==> src/rtl/imn_pkg.sv <==
// Shared constants, types and result structs for the min/max image normalizer.
package imn_pkg;

    localparam int PIXEL_WIDTH = 32;
    localparam int FRAC_BITS   = 16;
    localparam int OUT_FRAC    = 16;
    localparam int MANT_W      = 32;
    localparam int P_W         = $clog2(MANT_W);
    localparam int LOG_W       = P_W + FRAC_BITS;
    localparam int NORM_STEPS  = $clog2(MANT_W);
    localparam int STEP_W      = $clog2(NORM_STEPS);
    localparam int FCNT_W      = $clog2(FRAC_BITS);
    localparam int DCNT_W      = $clog2(OUT_FRAC);
    localparam int DIV_W       = PIXEL_WIDTH + 1;
    localparam int Q_W         = OUT_FRAC + 1;

    typedef logic signed [PIXEL_WIDTH-1:0] pixel_t;
    typedef logic [LOG_W-1:0]              log_val_t;
    typedef logic [DIV_W-1:0]              div_opd_t;
    typedef logic [Q_W-1:0]                quot_t;

    localparam pixel_t PIX_ZERO = '0;
    localparam quot_t  Q_ONE    = quot_t'(1) << OUT_FRAC;

    typedef struct packed {
        logic     done;
        log_val_t value;
    } log_res_t;

    typedef struct packed {
        logic  done;
        quot_t quot;
    } div_res_t;

endpackage

==> src/rtl/image_minmax_normalizer_top.sv <==
// Top level of the two-pass min/max image normalizer (linear or log2 scaling).
//
// Input channel in_valid/in_ready carries func, pixel_value (signed Q16.16),
// pixel_missing and frame_start. A scan transfer (func = 0) updates the frame
// minimum and maximum in the cycle it is taken and gives no result. A normalize
// transfer (func = 1) gives one result on out_valid/out_ready: norm_value
// (unsigned Q1.16, 65536 = 1.0) and degenerate.
// A normalize item whose result is not known at once goes, in linear mode, through
// the fractional divider. In log mode the one log2 unit first takes log2(min) and
// log2(max) when they are not cached (a scan clears them), then log2(x), each in
// 5 normalize steps plus 16 squarings, and then the divider runs. in_ready is high
// only while the sequencer is idle, so the next transfer is taken at the earliest in
// the cycle in which the result is first offered; scans go back to back.
// A result waits in the output register while the receiver stalls; the next item
// is still taken, and its result waits until the register is free.
// cfg_wr_en/cfg_wr_data write log_mode; write it only while the block is idle.
// Reset clears log_mode, minimum, maximum and their seen flags, no clearing pass.
module image_minmax_normalizer_top (
    input  logic                     clk,
    input  logic                     rst_n,
    input  logic                     in_valid,
    output logic                     in_ready,
    input  logic                     func,
    input  imn_pkg::pixel_t          pixel_value,
    input  logic                     pixel_missing,
    input  logic                     frame_start,
    output logic                     out_valid,
    input  logic                     out_ready,
    output logic [imn_pkg::Q_W-1:0]  norm_value,
    output logic                     degenerate,
    input  logic                     cfg_wr_en,
    input  logic                     cfg_wr_data
);
    import imn_pkg::*;

    localparam logic [2:0] S_IDLE  = 3'd0;
    localparam logic [2:0] S_LSEL  = 3'd1;
    localparam logic [2:0] S_LWAIT = 3'd2;
    localparam logic [2:0] S_LCHK  = 3'd3;
    localparam logic [2:0] S_DIV   = 3'd4;
    localparam logic [2:0] S_OUT   = 3'd5;

    localparam logic [1:0] T_MIN = 2'd0;
    localparam logic [1:0] T_MAX = 2'd1;
    localparam logic [1:0] T_X   = 2'd2;

    logic [2:0]  state_reg, state_next;
    logic [1:0]  tgt_reg, tgt_next;
    logic        log_mode_reg;
    pixel_t      min_reg, max_reg, x_reg;
    logic        min_seen_reg, max_seen_reg;
    logic        lmin_ok_reg, lmax_ok_reg;
    log_val_t    lmin_reg, lmax_reg, lx_reg;
    quot_t       pend_q_reg, pend_q_next;
    logic        pend_deg_reg, pend_deg_next;
    logic        out_valid_reg;
    quot_t       out_q_reg;
    logic        out_deg_reg;

    logic        in_fire, scan_fire, norm_fire;
    logic        ms, xs, min_upd, max_upd;
    pixel_t      min_cur, max_cur;
    logic        pre_degen;
    pixel_t      x_sel;
    div_opd_t    xe, mine, maxe;

    logic             log_start;
    logic [MANT_W-1:0] log_opd;
    log_res_t         log_res;
    logic             div_start;
    div_opd_t         div_num, div_den;
    div_res_t         div_res;
    logic             out_load;

    assign in_ready  = (state_reg == S_IDLE);
    assign in_fire   = in_valid && in_ready;
    assign scan_fire = in_fire && !func;
    assign norm_fire = in_fire && func;

    // scan update
    assign ms      = min_seen_reg && !frame_start;
    assign xs      = max_seen_reg && !frame_start;
    assign min_cur = frame_start ? PIX_ZERO : min_reg;
    assign max_cur = frame_start ? PIX_ZERO : max_reg;
    assign min_upd = !pixel_missing && (!log_mode_reg || pixel_value > PIX_ZERO)
                     && (!ms || pixel_value < min_cur);
    assign max_upd = !pixel_missing && (!xs || pixel_value > max_cur);

    // normalize setup
    assign pre_degen = !min_seen_reg || !max_seen_reg
                       || (log_mode_reg && (min_reg <= PIX_ZERO || max_reg <= PIX_ZERO))
                       || (!log_mode_reg && max_reg <= min_reg);
    assign x_sel = (pixel_missing || (log_mode_reg && pixel_value < min_reg))
                   ? min_reg : pixel_value;
    assign xe    = DIV_W'(x_sel);
    assign mine  = DIV_W'(min_reg);
    assign maxe  = DIV_W'(max_reg);

    assign out_load = (state_reg == S_OUT) && (!out_valid_reg || out_ready);

    always_comb
    begin
        state_next    = state_reg;
        tgt_next      = tgt_reg;
        pend_q_next   = pend_q_reg;
        pend_deg_next = pend_deg_reg;
        log_start     = 1'b0;
        log_opd       = x_reg;
        div_start     = 1'b0;
        div_num       = xe - mine;
        div_den       = maxe - mine;
        unique case (state_reg)
            S_IDLE:
            begin
                if (norm_fire)
                begin
                    if (pre_degen)
                    begin
                        pend_q_next   = '0;
                        pend_deg_next = 1'b1;
                        state_next    = S_OUT;
                    end
                    else if (log_mode_reg)
                        state_next = S_LSEL;
                    else if (x_sel <= min_reg)
                    begin
                        pend_q_next   = '0;
                        pend_deg_next = 1'b0;
                        state_next    = S_OUT;
                    end
                    else
                    begin
                        div_start  = 1'b1;
                        state_next = S_DIV;
                    end
                end
            end
            S_LSEL:
            begin
                log_start  = 1'b1;
                state_next = S_LWAIT;
                if (!lmin_ok_reg)
                begin
                    log_opd  = min_reg;
                    tgt_next = T_MIN;
                end
                else if (!lmax_ok_reg)
                begin
                    log_opd  = max_reg;
                    tgt_next = T_MAX;
                end
                else
                begin
                    log_opd  = x_reg;
                    tgt_next = T_X;
                end
            end
            S_LWAIT:
            begin
                if (log_res.done)
                    state_next = (tgt_reg == T_X) ? S_LCHK : S_LSEL;
            end
            S_LCHK:
            begin
                if (lmax_reg <= lmin_reg)
                begin
                    pend_q_next   = '0;
                    pend_deg_next = 1'b1;
                    state_next    = S_OUT;
                end
                else
                begin
                    div_num    = DIV_W'(lx_reg) - DIV_W'(lmin_reg);
                    div_den    = DIV_W'(lmax_reg) - DIV_W'(lmin_reg);
                    div_start  = 1'b1;
                    state_next = S_DIV;
                end
            end
            S_DIV:
            begin
                if (div_res.done)
                begin
                    pend_q_next   = div_res.quot;
                    pend_deg_next = 1'b0;
                    state_next    = S_OUT;
                end
            end
            S_OUT:
            begin
                if (out_load)
                    state_next = S_IDLE;
            end
            default:
                state_next = S_IDLE;
        endcase
    end

    always_ff @(posedge clk or negedge rst_n)
    begin
        if (!rst_n)
        begin
            state_reg     <= S_IDLE;
            tgt_reg       <= T_MIN;
            log_mode_reg  <= 1'b0;
            min_reg       <= PIX_ZERO;
            max_reg       <= PIX_ZERO;
            min_seen_reg  <= 1'b0;
            max_seen_reg  <= 1'b0;
            lmin_ok_reg   <= 1'b0;
            lmax_ok_reg   <= 1'b0;
            out_valid_reg <= 1'b0;
        end
        else
        begin
            state_reg <= state_next;
            tgt_reg   <= tgt_next;
            if (cfg_wr_en)
                log_mode_reg <= cfg_wr_data;
            if (scan_fire)
            begin
                min_reg      <= min_upd ? pixel_value : min_cur;
                max_reg      <= max_upd ? pixel_value : max_cur;
                min_seen_reg <= ms || min_upd;
                max_seen_reg <= xs || max_upd;
                lmin_ok_reg  <= 1'b0;
                lmax_ok_reg  <= 1'b0;
            end
            if (state_reg == S_LWAIT && log_res.done)
            begin
                if (tgt_reg == T_MIN)
                    lmin_ok_reg <= 1'b1;
                if (tgt_reg == T_MAX)
                    lmax_ok_reg <= 1'b1;
            end
            if (out_load)
                out_valid_reg <= 1'b1;
            else if (out_ready)
                out_valid_reg <= 1'b0;
        end
    end

    always_ff @(posedge clk)
    begin
        pend_q_reg   <= pend_q_next;
        pend_deg_reg <= pend_deg_next;
        if (norm_fire)
            x_reg <= x_sel;
        if (state_reg == S_LWAIT && log_res.done)
        begin
            unique case (tgt_reg)
                T_MIN:   lmin_reg <= log_res.value;
                T_MAX:   lmax_reg <= log_res.value;
                default: lx_reg   <= log_res.value;
            endcase
        end
        if (out_load)
        begin
            out_q_reg   <= pend_q_reg;
            out_deg_reg <= pend_deg_reg;
        end
    end

    imn_log2_unit u_log2 (
        .clk     (clk),
        .rst_n   (rst_n),
        .start   (log_start),
        .operand (log_opd),
        .res     (log_res)
    );

    imn_frac_div u_div (
        .clk   (clk),
        .rst_n (rst_n),
        .start (div_start),
        .num   (div_num),
        .den   (div_den),
        .res   (div_res)
    );

    assign out_valid  = out_valid_reg;
    assign norm_value = out_q_reg;
    assign degenerate = out_deg_reg;

    a_degen_zero: assert property (@(posedge clk) disable iff (!rst_n)
        out_valid && degenerate |-> norm_value == '0)
        else $error("degenerate result with nonzero value");

    a_cap: assert property (@(posedge clk) disable iff (!rst_n)
        out_valid |-> norm_value <= Q_ONE)
        else $error("normalized value above 1.0");

    a_log_done: assert property (@(posedge clk) disable iff (!rst_n)
        log_res.done |-> state_reg == S_LWAIT)
        else $error("log2 unit finished outside its wait state");

    a_div_done: assert property (@(posedge clk) disable iff (!rst_n)
        div_res.done |-> state_reg == S_DIV)
        else $error("divider finished outside its wait state");

    a_busy_after_norm: assert property (@(posedge clk) disable iff (!rst_n)
        norm_fire |=> !in_ready)
        else $error("ready right after a normalize transfer");

endmodule

==> src/rtl/imn_log2_unit.sv <==
// Iterative fixed-point log2: binary-search normalize, then one squaring per fraction bit.
module imn_log2_unit (
    input  logic                       clk,
    input  logic                       rst_n,
    input  logic                       start,
    input  logic [imn_pkg::MANT_W-1:0] operand,
    output imn_pkg::log_res_t          res
);
    import imn_pkg::*;

    localparam logic [1:0] PH_IDLE = 2'd0;
    localparam logic [1:0] PH_NORM = 2'd1;
    localparam logic [1:0] PH_ITER = 2'd2;

    logic [1:0]            phase_reg;
    logic [STEP_W-1:0]     step_reg;
    logic [FCNT_W-1:0]     cnt_reg;
    logic [MANT_W-1:0]     m_reg;
    logic [P_W-1:0]        p_reg;
    logic [FRAC_BITS-1:0]  f_reg;
    logic                  done_reg;

    logic [P_W:0]          amt;
    logic [P_W:0]          sh;
    logic                  top_zero;
    logic [2*MANT_W-1:0]   prod;
    logic [MANT_W:0]       sq;

    assign amt      = (P_W+1)'(MANT_W / 2) >> step_reg;
    assign sh       = (P_W+1)'(MANT_W) - amt;
    assign top_zero = (m_reg >> sh) == '0;
    assign prod     = m_reg * m_reg;
    assign sq       = prod[2*MANT_W-1:MANT_W-1];

    always_ff @(posedge clk or negedge rst_n)
    begin
        if (!rst_n)
        begin
            phase_reg <= PH_IDLE;
            done_reg  <= 1'b0;
        end
        else
        begin
            done_reg <= 1'b0;
            unique case (phase_reg)
                PH_IDLE:
                begin
                    if (start)
                        phase_reg <= PH_NORM;
                end
                PH_NORM:
                begin
                    if (step_reg == STEP_W'(NORM_STEPS - 1))
                        phase_reg <= PH_ITER;
                end
                PH_ITER:
                begin
                    if (cnt_reg == FCNT_W'(FRAC_BITS - 1))
                    begin
                        phase_reg <= PH_IDLE;
                        done_reg  <= 1'b1;
                    end
                end
                default:
                    phase_reg <= PH_IDLE;
            endcase
        end
    end

    always_ff @(posedge clk)
    begin
        unique case (phase_reg)
            PH_IDLE:
            begin
                m_reg    <= operand;
                p_reg    <= P_W'(MANT_W - 1);
                f_reg    <= '0;
                step_reg <= '0;
                cnt_reg  <= '0;
            end
            PH_NORM:
            begin
                if (top_zero)
                begin
                    m_reg <= m_reg << amt;
                    p_reg <= p_reg - amt[P_W-1:0];
                end
                step_reg <= step_reg + 1'b1;
            end
            PH_ITER:
            begin
                m_reg   <= sq[MANT_W] ? sq[MANT_W:1] : sq[MANT_W-1:0];
                f_reg   <= {f_reg[FRAC_BITS-2:0], sq[MANT_W]};
                cnt_reg <= cnt_reg + 1'b1;
            end
            default:
                m_reg <= m_reg;
        endcase
    end

    assign res.done  = done_reg;
    assign res.value = {p_reg, f_reg};

endmodule

==> src/rtl/imn_frac_div.sv <==
// Restoring fractional divider, one quotient bit per cycle, result capped at 1.0.
module imn_frac_div (
    input  logic              clk,
    input  logic              rst_n,
    input  logic              start,
    input  imn_pkg::div_opd_t num,
    input  imn_pkg::div_opd_t den,
    output imn_pkg::div_res_t res
);
    import imn_pkg::*;

    logic              busy_reg;
    logic              done_reg;
    logic [DCNT_W-1:0] cnt_reg;
    logic [DIV_W:0]    rem_reg;
    div_opd_t          den_reg;
    quot_t             q_reg;

    logic [DIV_W:0]    rem2;
    logic              ge;

    assign rem2 = {rem_reg[DIV_W-1:0], 1'b0};
    assign ge   = rem2 >= {1'b0, den_reg};

    always_ff @(posedge clk or negedge rst_n)
    begin
        if (!rst_n)
        begin
            busy_reg <= 1'b0;
            done_reg <= 1'b0;
        end
        else
        begin
            done_reg <= 1'b0;
            if (!busy_reg)
            begin
                if (start)
                begin
                    if (num >= den)
                        done_reg <= 1'b1;
                    else
                        busy_reg <= 1'b1;
                end
            end
            else if (cnt_reg == DCNT_W'(OUT_FRAC - 1))
            begin
                busy_reg <= 1'b0;
                done_reg <= 1'b1;
            end
        end
    end

    always_ff @(posedge clk)
    begin
        if (!busy_reg)
        begin
            rem_reg <= {1'b0, num};
            den_reg <= den;
            cnt_reg <= '0;
            q_reg   <= (num >= den) ? Q_ONE : '0;
        end
        else
        begin
            rem_reg <= ge ? (rem2 - {1'b0, den_reg}) : rem2;
            q_reg   <= {q_reg[Q_W-2:0], ge};
            cnt_reg <= cnt_reg + 1'b1;
        end
    end

    assign res.done = done_reg;
    assign res.quot = q_reg;

endmodule
==> config.mk <==
export PLATFORM = sky130hd
export DESIGN_NAME = image_minmax_normalizer_top
export DESIGN_NICKNAME = d
export VERILOG_FILES = /design/src/rtl/imn_pkg.sv /design/src/rtl/image_minmax_normalizer_top.sv /design/src/rtl/imn_log2_unit.sv /design/src/rtl/imn_frac_div.sv
export SDC_FILE = /design/constraint.sdc
export NUM_CORES = 2
export LEC_CHECK = 0
export BUFFER_PORTS_ARGS = -buffer_cell sky130_fd_sc_hd__clkbuf_2
export CORE_MARGIN = 2
export CORE_UTILIZATION = 30
export DETAILED_ROUTE_END_ITERATION = 10
export SYNTH_ARGS = -nofsm -noshare
export SYNTH_HDL_FRONTEND = slang
export SYNTH_SLANG_ARGS = --single-unit
==> constraint.sdc <==
create_clock -name clk -period 10.15 [get_ports clk]
set_input_delay 1.015 -clock clk [delete_from_list [all_inputs] [get_ports clk]]
set_output_delay 1.015 -clock clk [all_outputs]
set_load 0.01 [all_outputs]
======== Word-level counts from Yosys, hierarchy flattened ========
Cells that the tools add are included.
storage, ports and cells
  flip-flop bits (word level) ............. 358
  input bits .............................. 41
  word-level logic and storage cells ...... 210
operators by class
  add/subtract/negate cells ............... 10
  multipliers ............................. 1
  magnitude comparators ................... 11
  equality and inequality tests ........... 23
  shift operators ......................... 3
  mux-type cells .......................... 79
  bitwise operators ....................... 1
  reduce and logical (&&, ||, !) cells .... 51
operators by type and width
  operator               count
  $mux W32               10
  $mux W33               6
  $mux W17               8
  $pmux W32 S3           1
  $sub A32 B32 Y33       2
  $le A32 B1 Y1 const B  2
  $le A32 B32 Y1         2
  $lt A32 B32 Y1         2
  $mul A32 B32 Y64       1
  $pmux W17 S3           1
  $sub A21 B21 Y22       2
  $ge A34 B33 Y1         1
  $ge A33 B33 Y1         1
  $sub A33 B33 Y33       1
  $gt A32 B1 Y1 const B  1
  $gt A32 B32 Y1         1
  $logic_not A32 Y1      1
  $mux W1                32
  $pmux W16 S2           1
  $shl A32 B6 Y32        1
  $shr A32 B6 Y32        1
  $le A21 B21 Y1         1
  $mux W3                6
  $pmux W3 S6            1
  36 further kinds       93

======== Longest topological paths before layout ========
  depth after elaboration ................. 12
  gate-level depth with buffers ........... 38
  depth with buffers taken out ............ 37

======== Cells and area by module ========
Synthesis repeated with hierarchy kept, for this count alone.
second synthesis, totals
  cell total of the unflattened synthesis .. 6,236
  area, all modules ....................... 57,402.6 um2
modules (own cells, without submodules)
  module                       times used  cells each  area an instance (um2)  seq. area each (um2)
  imn_log2_unit                1           3,809       34,961.0                1,876.8
  image_minmax_normalizer_top  1           1,792       16,614.7                5,810.6
  imn_frac_div                 1           635         5,826.8                 2,122.0

======== Worst setup path after synthesis ========
OpenSTA, ideal clock, no wires.
  path kind ............................... reg-to-reg
  start ................................... reg u_log2.m_reg[13]
  end ..................................... reg u_log2.m_reg[12], data pin
  setup time .............................. 0.266 ns
  data arrival time ....................... 7.877 ns
  data required time ...................... 9.884 ns
  setup slack ............................. 2.007 ns
  cell stages (with the launch flop) ...... 31
  period minus slack after synthesis ...... 8.143 ns
  cell sequence ........................... edfxtp_1 -> clkbuf_1 -> clkbuf_1 -> clkbuf_1 -> nand2_1 -> fa_1 -> inv_1 -> fa_1 -> fa_1 -> inv_1 -> fa_1 -> inv_1 -> fa_1 -> fa_1 -> fa_1 -> inv_1 -> fa_1 -> inv_1 -> ha_1 -> buf_2 -> nand4_1 -> or3_1 -> a2111oi_2 -> nor4bb_1 -> or2_1 -> buf_6 -> a211o_1 -> buf_6 -> mux2_4 -> a21oi_1 -> a21oi_1
between the ends
  cells in the longest elaborated chain, start to end .. 3
RTL lines
  item                                                        line                                      source
  start: declaration                                          imn_log2_unit.sv:18                       logic [MANT_W-1:0] m_reg;
  start signal: assignment                                    imn_log2_unit.sv:75                       m_reg <= operand;
  start signal: assignment                                    imn_log2_unit.sv:85                       m_reg <= m_reg << amt;
  start signal: assignment                                    imn_log2_unit.sv:92                       m_reg <= sq[MANT_W] ? sq[MANT_W:1] : sq[MANT_W-1:0];
  $mul A32 B32 Y64 / $shl A32 B6 Y32 (equally long branches)  imn_log2_unit.sv:32, imn_log2_unit.sv:85
  $mux W32, on equally long branches                          imn_log2_unit.sv:92, imn_log2_unit.sv:83
  $pmux W32 S3 (*)                                            imn_log2_unit.sv:72                       unique case (phase_reg)
Mark *: on every way between the ends. The rest lies on a longest branch, timed or not. The select of a mux whose other input is x is not followed.
A chain may end at the register's enable or synchronous reset.

======== Worst setup path after layout ========
  start ................................... reg u_log2.m_reg[10]
  end ..................................... reg u_log2.m_reg[12], data pin
Same word-level chain as after synthesis.

==> impl_metrics.yaml <==
logic_synthesis:
  synth_cell_type_count: 94
  synthesis.nets: 7623
  synth_area_sq_um: 56600
  ys_warn_count: 0
  synth.yosys.seq_area_share: 0.173
  synth_enable_flop_cells: 224
  ys_seq_elements: 358
  synth_top_flop_cell: "edfxtp_1"
  ys_top_cells_by_area: "fa_1 (29%), ha_1 (12%), edfxtp_1 (12%), inv_1 (7.7%), nand2_1 (3.8%)"
  async_reset_ff_frac: 0.223
  avgSynthCellArea_sq_um: 9.10
  synth_most_common_cell: "inv_1"
  synth_top_area_share: 0.287
  syn_inst: 6215
  ys_top_cells_by_count: "inv_1 (1167), fa_1 (812), nand2_1 (575)"
  yosysTopAreaCell: "fa_1"
drt:
  viasPerCell: 5.11
  routed.top_layer: "met5"
  routed-via-count: 44600
  drt-total-wl_um: 178000
  met2_length_um: 84400
  ant_nets: 0
  wl_per_cell_um: 20.5
  drc_errors: 0
  drt_first_pass_iters: 7
  met1Wirelength_um: 76400
  drt_first_iter_violations: 3831
  wl_met3_um: 12100
clock_network:
  cts_tree: "done"
  clock_path_buffers: 3
  htree_levels: 2
  cts_sinks: 358
  clock_latency_ns: 0.63
  ctsRootBufferMaster: "clkbuf_16"
  holdBufCountCts: 0
  cts_made_buffers: 42
  clk_pin_slew_ns: 0.06
layout:
  drive_above_1_share: 0.0528
  nFillCells: 19300
  layout.nets: 7602
  area_delta_synth_final_pct: 8.82
worst_setup_path:
  end_kind: "flip-flop"
  critPathLaunchType: "flip-flop"
  cp_max_fo: 23
  crit_type: "reg -> reg"
  r2r_setup_slack_ns: 0.48
  r2r_cells: 25
  cpPeakStageDelay_ns: 0.81
  worstPathRequired_ns: 10.46
  r2r_start: "u_log2.m_reg[10]"
  crit_slowest_cell: "a2111oi_2"
  path_common_cell: "fa_1"
  worstPathArrival_ns: 9.98
  r2r_end: "u_log2.m_reg[12]"
die:
  initial_utilization: 0.302
  core_area_sq_um: 188000
  dieArea_sq_um: 192000
  die_height_um: 438
  rows: 159
  io_pins: 61
  die_x_um: 438
hold_path:
  hp-class: "in -> async"
placement:
  numPortBuffers: 60
  gp_congestion: 0.940
  dp_hpwl_um: 143000
timing:
  finalSetupViolations: 0
  worstMarginPinSlew_ns: 1.23
  fmax_ghz: 0.103
  maxSlewHeadroom: 0.182
  final.setup.tns_ns: 0
  post-route-period-util: 0.953
  fin_crit_ns: 9.67
  rsz0062_at_grt: "false"
  fin_worst_skew_ns: 0.0597
  drv_slew: 0
  hold_viol_final: 0
grt:
  grt_usage: 0.185
  grt_pass1_wl_um: 277000
  grt_pass1_vias: 46300
  grt_max_degree: 68
  antenna_found_initial: 14
  overflow: 0
flow_run:
  maxCapViolCount: 0
outcome:
  status: "finished, final reports clean"
## how the worst max path moves through the flow
stage	slack, ns	startpoint	to
5_1_grt	0.1	u_log2.m_reg[10]	u_log2.m_reg[6]
2_1_floorplan	2.01	u_log2.m_reg[13]	u_log2.m_reg[12]
3_3_place_gp	0.35	u_log2.m_reg[22]	u_log2.m_reg[6]
6_report	0.48	u_log2.m_reg[10]	u_log2.m_reg[12]
3_5_place_dp	0.23	u_log2.m_reg[13]	u_log2.m_reg[6]
4_1_cts	0.18	u_log2.m_reg[13]	u_log2.m_reg[6]
## worst max-delay path, delay by kind of cell (launching register included)
kind | cells | cell delay, ns
buffers and inverters | 6 | 1.16
AO/OA/AOI/OAI | 4 | 1.67
flip-flops | 1 | 0.39
multiplexers | 1 | 0.35
AND/OR/NAND/NOR | 5 | 1.30
adder cells (fa/ha/maj) | 9 | 4.48
## cells in the final DEF (no fill, tap or decap), drive strengths merged, types with 51 or more instances in the layout
| cell type | count |
|---|---|
| inv | 1171 |
| fa | 812 |
| nand2 | 577 |
| ha | 555 |
| nor2 | 319 |
| a21oi | 298 |
| and2 | 241 |
| o21ai | 235 |
| edfxtp | 224 |
| mux2i | 160 |
| a21o | 147 |
| buf | 139 |
| nand2b | 112 |
| xnor2 | 112 |
| clkbuf | 109 |
| nand4 | 80 |
| dfrtp | 80 |
| nor3 | 63 |
| xor2 | 59 |
| nand3 | 58 |
| dfxtp | 54 |
| o21a | 51 |
## kinds of logic after synthesis
kind of cell / synth area share
AND/OR/NAND/NOR: 0.138
XOR/XNOR: 0.0265
flip-flops: 0.173
multiplexers: 0.0308
AO/OA/AOI/OAI: 0.123
buffers and inverters: 0.0972
adder cells (fa/ha/maj): 0.410
## area by class of cell
class,count,area [sq um],share of cell area
repair buffers,198,1380,0.0224
multi-input cells,4414,41300,0.672
well taps,2495,3120,0.0507
inverters,1180,4430,0.0720
flip-flops and latches,358,9810,0.159
diodes,3,7.51,0.000122
clock inverters,27,348,0.00565
clock buffers,50,1110,0.0181
## repair_timing
item                                    in CTS  in global routing
endpoints found under the setup margin       0                 26
gates resized for setup                      0                  1
endpoints found under the hold margin        0                  0
buffers inserted                             0                  3
## per-stage QoR
stage / instances / hold slack (ns) / setup slack (ns) / instance area (sq um) / util
6_report: 8725 / 0.386 / 0.480 / 61600 / 0.328
5_1_grt: 8725 / 0.399 / 0.0999 / 61600 / 0.328
4_1_cts: 8719 / 0.366 / 0.180 / 61500 / 0.328
3_5_place_dp: 8642 / 0.405 / 0.232 / 60000 / 0.320
3_3_place_gp: 8642 / 0.404 / 0.353 / 60000 / 0.320
2_1_floorplan: 6215 / 0.400 / 2.01 / 56600 / -
## layer usage
layer,up-vias,GRT usage
li1,20300,-
met1,22400,0.251
met2,1575,0.309
met3,305,0.0236
met4,4,0.0514
met5,-,0
Power is not shown: default switching activity piles up to over one toggle a cycle in this logic, so the estimate is an artifact.
